File: src/rtl/core/ppc_pkg.sv
`timescale 1ns / 1ps

package ppc_pkg;

    // Defaults for the top-level parameters
    localparam int MAX_VERTICES_DEF = 1024;
    localparam int COORD_BITS_DEF   = 32;

    // Coordinate ports are always this wide; COORD_BITS low bits are used
    localparam int COORD_PORT_W = 32;

    // Entries in the queue between front and back
    localparam int QUEUE_DEPTH = 4;

    // Command codes
    typedef logic [1:0] t_cmd;
    localparam t_cmd CMD_CLEAR = 2'd0;
    localparam t_cmd CMD_LOAD  = 2'd1;
    localparam t_cmd CMD_QUERY = 2'd2;

    // Control part of one queued word
    typedef struct packed {
        t_cmd cmd;
        logic hole;
        logic ends;
    } t_item_ctl;

    // Tag that travels with one edge test
    typedef struct packed {
        logic valid;
        logic last;
        logic hole;
    } t_edge_tag;

    // Edge tester result and pipeline status
    typedef struct packed {
        logic busy;
        logic valid;
        logic last;
        logic hole;
        logic toggle;
    } t_edge_res;

endpackage

File: src/rtl/core/ppc_front.sv
`timescale 1ns / 1ps

module ppc_front #(
    parameter int COORD_BITS = ppc_pkg::COORD_BITS_DEF
) (
    input  logic                               i_clk,
    input  logic                               i_rst_n,
    input  logic                               i_in_valid,
    output logic                               o_in_ready,
    input  ppc_pkg::t_cmd                      i_command,
    input  logic [ppc_pkg::COORD_PORT_W-1:0]   i_coord_x,
    input  logic [ppc_pkg::COORD_PORT_W-1:0]   i_coord_y,
    input  logic                               i_ring_is_hole,
    input  logic                               i_ring_ends,
    output logic                               o_q_valid,
    input  logic                               i_q_ready,
    output ppc_pkg::t_item_ctl                 o_q_ctl,
    output logic signed [COORD_BITS-1:0]       o_q_x,
    output logic signed [COORD_BITS-1:0]       o_q_y
);

    localparam int QAW = $clog2(ppc_pkg::QUEUE_DEPTH);
    localparam int QCW = $clog2(ppc_pkg::QUEUE_DEPTH + 1);

    ppc_pkg::t_item_ctl           r_q_ctl [ppc_pkg::QUEUE_DEPTH];
    logic [COORD_BITS-1:0]        r_q_x   [ppc_pkg::QUEUE_DEPTH];
    logic [COORD_BITS-1:0]        r_q_y   [ppc_pkg::QUEUE_DEPTH];
    logic [QAW-1:0]               r_wr_ptr, n_wr_ptr;
    logic [QAW-1:0]               r_rd_ptr, n_rd_ptr;
    logic [QCW-1:0]               r_fill, n_fill;
    logic                         cmd_known;
    logic                         push, pop;
    ppc_pkg::t_item_ctl           in_ctl;

    // Classify: unused command codes are consumed and dropped
    always_comb begin
        case (i_command)
            ppc_pkg::CMD_CLEAR, ppc_pkg::CMD_LOAD, ppc_pkg::CMD_QUERY: begin
                cmd_known = 1'b1;
            end
            default: begin
                cmd_known = 1'b0;
            end
        endcase
    end

    assign o_in_ready  = (r_fill != QCW'(ppc_pkg::QUEUE_DEPTH));
    assign o_q_valid   = (r_fill != '0);
    assign push        = i_in_valid && o_in_ready && cmd_known;
    assign pop         = o_q_valid && i_q_ready;
    assign in_ctl.cmd  = i_command;
    assign in_ctl.hole = i_ring_is_hole;
    assign in_ctl.ends = i_ring_ends;

    // Queue pointers and fill level
    always_comb begin
        n_wr_ptr = r_wr_ptr;
        n_rd_ptr = r_rd_ptr;
        n_fill   = r_fill;
        if (push) begin
            n_wr_ptr = (r_wr_ptr == QAW'(ppc_pkg::QUEUE_DEPTH - 1)) ? '0 : r_wr_ptr + 1'b1;
        end
        if (pop) begin
            n_rd_ptr = (r_rd_ptr == QAW'(ppc_pkg::QUEUE_DEPTH - 1)) ? '0 : r_rd_ptr + 1'b1;
        end
        if (push && !pop) begin
            n_fill = r_fill + 1'b1;
        end else if (pop && !push) begin
            n_fill = r_fill - 1'b1;
        end
    end

    always_ff @(posedge i_clk) begin
        if (!i_rst_n) begin
            r_wr_ptr <= '0;
            r_rd_ptr <= '0;
            r_fill   <= '0;
        end else begin
            r_wr_ptr <= n_wr_ptr;
            r_rd_ptr <= n_rd_ptr;
            r_fill   <= n_fill;
        end
    end

    // Queue storage, low coordinate bits only
    always_ff @(posedge i_clk) begin
        if (push) begin
            r_q_ctl[r_wr_ptr] <= in_ctl;
            r_q_x[r_wr_ptr]   <= i_coord_x[COORD_BITS-1:0];
            r_q_y[r_wr_ptr]   <= i_coord_y[COORD_BITS-1:0];
        end
    end

    assign o_q_ctl = r_q_ctl[r_rd_ptr];
    assign o_q_x   = r_q_x[r_rd_ptr];
    assign o_q_y   = r_q_y[r_rd_ptr];

endmodule

File: config.mk
export PLATFORM = sky130hd
export DESIGN_NAME = ppc_front
export DESIGN_NICKNAME = d
export VERILOG_FILES = /design/src/rtl/core/ppc_pkg.sv /design/src/rtl/core/ppc_front.sv
export SDC_FILE = /design/constraint.sdc
export NUM_CORES = 1
export LEC_CHECK = 0
export BUFFER_PORTS_ARGS = -buffer_cell sky130_fd_sc_hd__buf_2
export CAP_MARGIN = 10
export CORE_MARGIN = 5
export CORE_UTILIZATION = 55
export CTS_BUF_LIST = sky130_fd_sc_hd__clkbuf_4 sky130_fd_sc_hd__clkbuf_8 sky130_fd_sc_hd__clkbuf_16
export CTS_CLUSTER_SIZE = 25
export DETAILED_ROUTE_END_ITERATION = 12
export GPL_TIMING_DRIVEN = 0
export MAX_ROUTING_LAYER = met4
export PLACE_DENSITY_LB_ADDON = 0.08
export SYNTH_ARGS = -nofsm -noshare
export SYNTH_HDL_FRONTEND = slang
export SYNTH_SLANG_ARGS = --single-unit
File: constraint.sdc
create_clock -name i_clk -period 5.7 [get_ports i_clk]
set_clock_uncertainty 0.1 [all_clocks]
set_input_delay 0.57 -clock i_clk [delete_from_list [all_inputs] [get_ports i_clk]]
set_output_delay 0.57 -clock i_clk [all_outputs]
set_load 0.02 [all_outputs]
==> reports/qor.yml, run 1 <==
finish:
  area_growth_pct: 20.2
  fin_util: 0.667
  layout-drive-gt1-share: 0.451
  layout.nets: 662
  final_area_um2: 12400
  num-fill-cells: 1241
die:
  dieArea_um2: 21600
  io_pins: 142
  fp.coreArea_um2: 18600
  die_w_um: 147
  placementRows: 50
  die_h_um: 147
  initial_core_util: 0.555
sta:
  fin_tns_setup_ps: 0
  rsz0062_at_grt: "no"
  max_slew_margin: 0.542
  worst_pin_slew_ps: 688
  hold_viol_final: 0
  clock.fmax_mhz: 344
  slew_violations: 0
  setup_violations: 0
  min_period_ps: 2910
  finalCritPeriodShare: 0.511
logic_synthesis:
  seq_area_frac_synth: 0.809
  synth_fp_nets: 487
  syn_avg_cell_area_um2: 25.3
  synth_edf_count: 272
  synth_warnings: 0
  synth_seq_cells: 281
  async_flop_share: 0
  synth_cell_type_count: 26
  synthFlopType: "edfxtp_1"
  synthCells: 408
  netlist_area_um2: 10300
global_route:
  grt_pass1_wl_mm: 28.7
  grt_pass1_vias: 5177
  grt_use_total: 0.176
  grt-ovfl-total: 0
  grt_antenna_before_repair: 3
  grt_max_degree: 42
clock_tree:
  post_cts_buffers: 0
  cts.repair.resized: 0
  path_clk_slew_ps: 60
  cts.path.max_buffers: 3
  cts_tree: "yes"
  clock-sinks: 281
  htreeDepth: 1
  cts_root_buf: "clkbuf_16"
  cts-buffers-inserted: 28
  clk_latency_ps: 520
  holdBufCountCts: 0
hold_path:
  hp-class: "in2reg"
pwr:
  leakage_uw: 0.00422
  vdd_drop_max_uv: 306
  powerDensity_nw_per_um2: 465
critical_path:
  r2r_slack_ps: 3070
  crit_arrival_ps: 2240
  path_max_fanout: 10
  reg2reg_from: "r_fill[0]"
  critPathCaptureType: "primary output"
  r2r-end: "r_fill[2]"
  start_kind: "register"
  reg2reg_depth: 7
  crit_path_end: "o_q_y[29]"
  cp.required_ps: 5030
  path_class: "reg2out"
detailed_routing:
  via_count: 4625
  drt_wl_total_mm: 18.1
  drt-initial-drc-count: 223
  firstDrtPassIters: 4
  postRouteAntennaNets: 0
  wire_per_inst_um: 21.5
  drc_errors: 0
  vias_per_cell: 5.51
run:
  drv_cap: 0
placed_design:
  gp_congestion: 0.717
  port_buffers: 141
  dpl-instance-area_um2: 11400
  hpwlAfterDp_mm: 11.2
run_status:
  status: "completed"
==> cell usage in the layout (no fill, tap or decap), types with 2 or more instances in the layout <==
cell        Yosys  routed
nor2_1          2       2
and2_4          0       4
buf_12          0       3
inv_1           3       3
buf_2           7     148
ha_1            6       6
or3_2           2       2
mux4_1          5       5
clkinvlp_4      0       2
edfxtp_1      272     272
clkinv_1        0       4
o21ai_0         3       3
clkbuf_1        6       6
nand3_1         2       2
buf_8           2       2
nand2_1         7       7
mux4_2         63      63
clkinv_2        0       4
dfxtp_1         9       9
clkbuf_8        0       2
mux2i_1         3       3
clkbuf_16       0      29
bufinv_16       0       5
buf_6           3       3
clkbuf_4        0       4
diode_2         0       3
==> critical path, stage by stage (launching register included) <==
cell and delay (ps):
dfxtp_1 310, clkbuf_1 200, buf_2 330, buf_2 330, mux4_2 360, buf_2 180
==> power by group <==
part	switching, uW	internal (uW)	total, uW
sequential	45.4	2450	2500
clock	717	1190	1910
combinational	766	587	1350
total	1530	4230	5760
==> synth_stat cells (3+ instances only) <==
cell / number / share of area
mux4_1: 5 / 0.013
ha_1: 6 / 0.0073
nand2_1: 7 / 0.0025
buf_6: 3 / 0.0033
o21ai_0: 3 / 0.0015
dfxtp_1: 9 / 0.017
inv_1: 3 / 0.0011
buf_2: 7 / 0.0034
clkbuf_1: 6 / 0.0022
mux4_2: 63 / 0.14
and2_2: 4 / 0.0029
mux2i_1: 3 / 0.0029
edfxtp_1: 272 / 0.79
==> final cells by class <==
type / instances / area (um^2) / area share
Multi-Input combinational cell: 106 / 1840 / 0.149
Clock buffer: 35 / 783 / 0.0632
Tap cell: 234 / 293 / 0.0236
Buffer: 18 / 121 / 0.00979
Antenna cell: 3 / 7.51 / 0.000605
Clock inverter: 15 / 200 / 0.0161
Inverter: 3 / 11.3 / 0.000908
Sequential cell: 281 / 8350 / 0.673
Timing Repair Buffer: 145 / 793 / 0.0640
==> metal layers <==
layer  share of wire  track usage  vias to the layer above
li1                -            -                     2097
met1            0.42        0.230                     2384
met2            0.51        0.295                      116
met3           0.049       0.0349                       28
met4           0.019       0.0377                        0
met5               0            -                        -
==> worst min-delay path by stage <==
stage | startpoint | end | slack [ps] | depth (start not counted)
global placement | r_wr_ptr[1] | r_wr_ptr[1] | 370 | 2
global route | i_coord_y[21] | r_q_y[0][21] | 140 | 1
finish | i_coord_y[21] | r_q_y[3][21] | 160 | 1
detailed placement | r_wr_ptr[1] | r_wr_ptr[1] | 400 | 2
CTS | i_coord_y[21] | r_q_y[3][21] | 140 | 1
floorplan | r_wr_ptr[1] | r_wr_ptr[1] | 370 | 2
==> sequential cells by signal, summed over array words and instances, names as in the netlist, named ones only <==
name      flops
r_q_x       128
r_fill        3
r_q_ctl      16
r_q_y       128
r_rd_ptr      2
r_wr_ptr      2
==> logic make-up (layout without fill, tap and decap cells) <==
| group | count (synthesis) | in the layout | synth area share |
|---|---|---|---|
| flip-flops | 281 | 281 | 0.809 |
| multiplexers | 71 | 71 | 0.153 |
| AND/OR/NAND/NOR | 21 | 21 | 0.0113 |
| buffers and inverters | 21 | 216 | 0.0129 |
| adder cells (fa/ha/maj) | 7 | 7 | 0.00921 |
| AO/OA/AOI/OAI | 5 | 5 | 0.00291 |
| XOR/XNOR | 2 | 2 | 0.00170 |
| other | 0 | 3 | 0 |
==> per-stage QoR <==
stage | cells | total power [uW] | hold WS [ps] | setup slack [ps]
floorplan | 408 | 3490 | 368 | 3290
global placement | 783 | 3890 | 375 | 2550
detailed placement | 787 | 3920 | 399 | 3030
CTS | 837 | 5830 | 140 | 2700
global route | 840 | 6020 | 138 | 2660
finish | 840 | 5760 | 159 | 2790
Note: power is estimated with default switching activity, not from simulation.
==> run 2, diff against run 1 <==
Clock period 5.7 ns to 2.7 ns, I/O delays scaled along.
==> reports/qor.yml, run 2 (synthesized netlist as in run 1, its figures left out) <==
run_status:
  status: "completed"
clock_tree:
  cts-buffers-inserted: 28  # unchanged
  htreeDepth: 1  # unchanged
  clock-sinks: 281  # unchanged
  cts.path.max_buffers: 3  # unchanged
  cts_root_buf: "clkbuf_16"
  cts_tree: "yes"
  path_clk_slew_ps: 60  # about the same
  clk_latency_ps: 520  # about the same
placed_design:
  dpl-instance-area_um2: 11400  # unchanged
  port_buffers: 141  # unchanged
  place_inst: 787  # unchanged
  gp_congestion: 0.717  # unchanged
  post-place-ws_ps: 72.9  # -2960 ps
  hpwlAfterDp_mm: 11.2  # unchanged
critical_path:
  path_cells: "clkbuf_1 > clkbuf_1 > mux4_2 > buf_2"
  reg2reg_depth: 9  # +2
  slowest_delay_ps: 550  # +190 ps
  crit_arrival_ps: 2200  # -40 ps
  path_buf_inv: 3  # -1
  cp.depth: 4  # -1
  critPathCaptureType: "primary output"
  crit_path_end: "o_q_x[21]"
  reg2reg_from: "r_fill[0]"
  r2r-end: "r_fill[2]"
  path_max_fanout: 10  # unchanged
  crit_family: "buffers and inverters"
  path_common_cell: "clkbuf_1"
  critPathSlowestCell: "clkbuf_1"
  path_class: "reg2out"
  start_kind: "register"
  r2r_slack_ps: 190  # -2880 ps
  cp.required_ps: 2330  # -2700 ps
die:
  die_h_um: 147  # unchanged
  fp.coreArea_um2: 18600  # unchanged
  placementRows: 50  # unchanged
  io_pins: 142  # unchanged
  initial_core_util: 0.555  # unchanged
  die_w_um: 147  # unchanged
  dieArea_um2: 21600  # unchanged
detailed_routing:
  drt_wl_total_mm: 18.6  # +3.2%
  postRouteAntennaNets: 0  # unchanged
  vias_per_cell: 5.40  # -2.0%
  firstDrtPassIters: 4  # unchanged
  wire_per_inst_um: 20.6  # -4.3%
  drt-initial-drc-count: 204  # -8.5%
  drc_errors: 0  # unchanged
  via_count: 4888  # +5.7%
pwr:
  leakage_uw: 0.00451  # +6.8%
  net-switching-power_uw: 3240  # +110%
  powerDensity_nw_per_um2: 935  # +100%
  power_frac_seq: 0.431  # -0.002
  swShare: 0.265  # -0.000652
  p_int_uw: 9000  # +110%
  combPwrFrac: 0.240  # +0.005
  clockPowerShare: 0.329  # -0.003
  vdd_drop_max_uv: 657  # +110%
finish:
  final_area_um2: 13100  # +5.6%
  final_common_cell: "edfxtp_1"
  layout_common_cells: "edfxtp_1 (272), buf_2 (147), dlygate4sd3_1 (69)"
  layout-drive-gt1-share: 0.406  # -0.0448
  largestRegisters: "r_q_x: 128 flops, r_q_y: 128 flops, r_q_ctl: 16 flops"
  final_cells: 906  # +7.9%
  num-fill-cells: 1163  # -6.3%
  area_growth_pct: 26.9
  antenna_cells: 0  # -3
  layout.nets: 731  # +10%
sta:
  worst_pin_slew_ps: 671  # -16.5 ps
  clock.fmax_mhz: 390
  finalCritPeriodShare: 0.950
  max_slew_margin: 0.553  # +0.0110
  min_period_ps: 2570
  fin_tns_setup_ps: 0  # unchanged
  setup_violations: 0  # unchanged
  rsz0062_at_grt: "no"
  setup_slack_ps: 135  # -2650 ps
  hold_viol_final: 0  # unchanged
  slew_violations: 0  # unchanged
global_route:
  grt-ovfl-total: 0  # unchanged
  grt_max_degree: 42  # unchanged
  grt_use_total: 0.183  # +0.00684
  grt_pass1_vias: 5517  # +6.6%
  grt_antenna_before_repair: 0  # -3
  grt_pass1_wl_mm: 30.1  # +4.8%
hold_path:
  hold_depth: 3  # +2
  hold_start: "i_q_ready"
  hp-class: "in2reg"
run:
  drv_cap: 0  # unchanged
run 2: changes by cell type in the layout (fill, tap and decap cells not counted), sizes merged:
| cell | previous run | this run |
|---|---|---|
| dlygate4sd3 | 0 | 69 |
| diode | 3 | 0 |
| buf | 157 | 156 |
| clkbuf | 41 | 42 |
run 2: worst min-delay path: stages:
cell     delay, ps
buf_2          110
o31ai_2        100
o21ai_0        130
run 2: timing repair:
action                                  in CTS  in global routing
endpoints found under the hold margin      274                  0
gates resized for setup                      0                  2
setup buffers                                0                  0
hold buffers                                69                  0
endpoints found under the setup margin       0                 16
run 2: power by group through the flow:
stage	sequential [uW]	combinational, uW	clock [uW]
final	5280	2940	4030
after global routing	5310	3170	4320
after CTS	5280	3010	4100
after detailed placement	5370	2920	0
after global placement	5360	2860	0
after floorplan	5340	2020	0
run 2: worst min path at each step:
stage / to / slack [ps]
final: register / 60
after global placement: r_wr_ptr[1] / 370
after global routing: register / 80
after floorplan: r_q_ctl[0][0] / 270
after detailed placement: r_q_x[0][23] / 390
after CTS: register / 110
run 2: area by class of cell:
| type | instances | area, um^2 | share of cell area |
|---|---|---|---|
| Clock buffer | 35 | 783 | 0.0598 |
| Tap cell | 234 | 293 | 0.0224 |
| Buffer | 18 | 124 | 0.00946 |
| Inverter | 3 | 11.3 | 0.000860 |
| Timing Repair Buffer | 214 | 1480 | 0.113 |
| Clock inverter | 15 | 200 | 0.0153 |
| Multi-Input combinational cell | 106 | 1850 | 0.141 |
| Sequential cell | 281 | 8350 | 0.638 |
run 2: metal layers:
| layer | wire (um) | global-route usage | share of wire |
|---|---|---|---|
| met1 | 7850 | 0.238 | 0.42 |
| met2 | 9620 | 0.311 | 0.52 |
| met3 | 815 | 0.0305 | 0.044 |
| met4 | 361 | 0.0391 | 0.019 |
| met5 | 0 | - | 0 |
run 2: metrics by stage:
| stage | util | hold WS (ps) | power (uW) |
|---|---|---|---|
| 2_1_floorplan | - | 269 | 7360 |
| 3_3_place_gp | 0.609 | 375 | 8220 |
| 3_5_place_dp | 0.614 | 388 | 8280 |
| 4_1_cts | 0.704 | 111 | 12400 |
| 5_1_grt | 0.705 | 75.1 | 12800 |
| 6_report | 0.705 | 60.0 | 12200 |
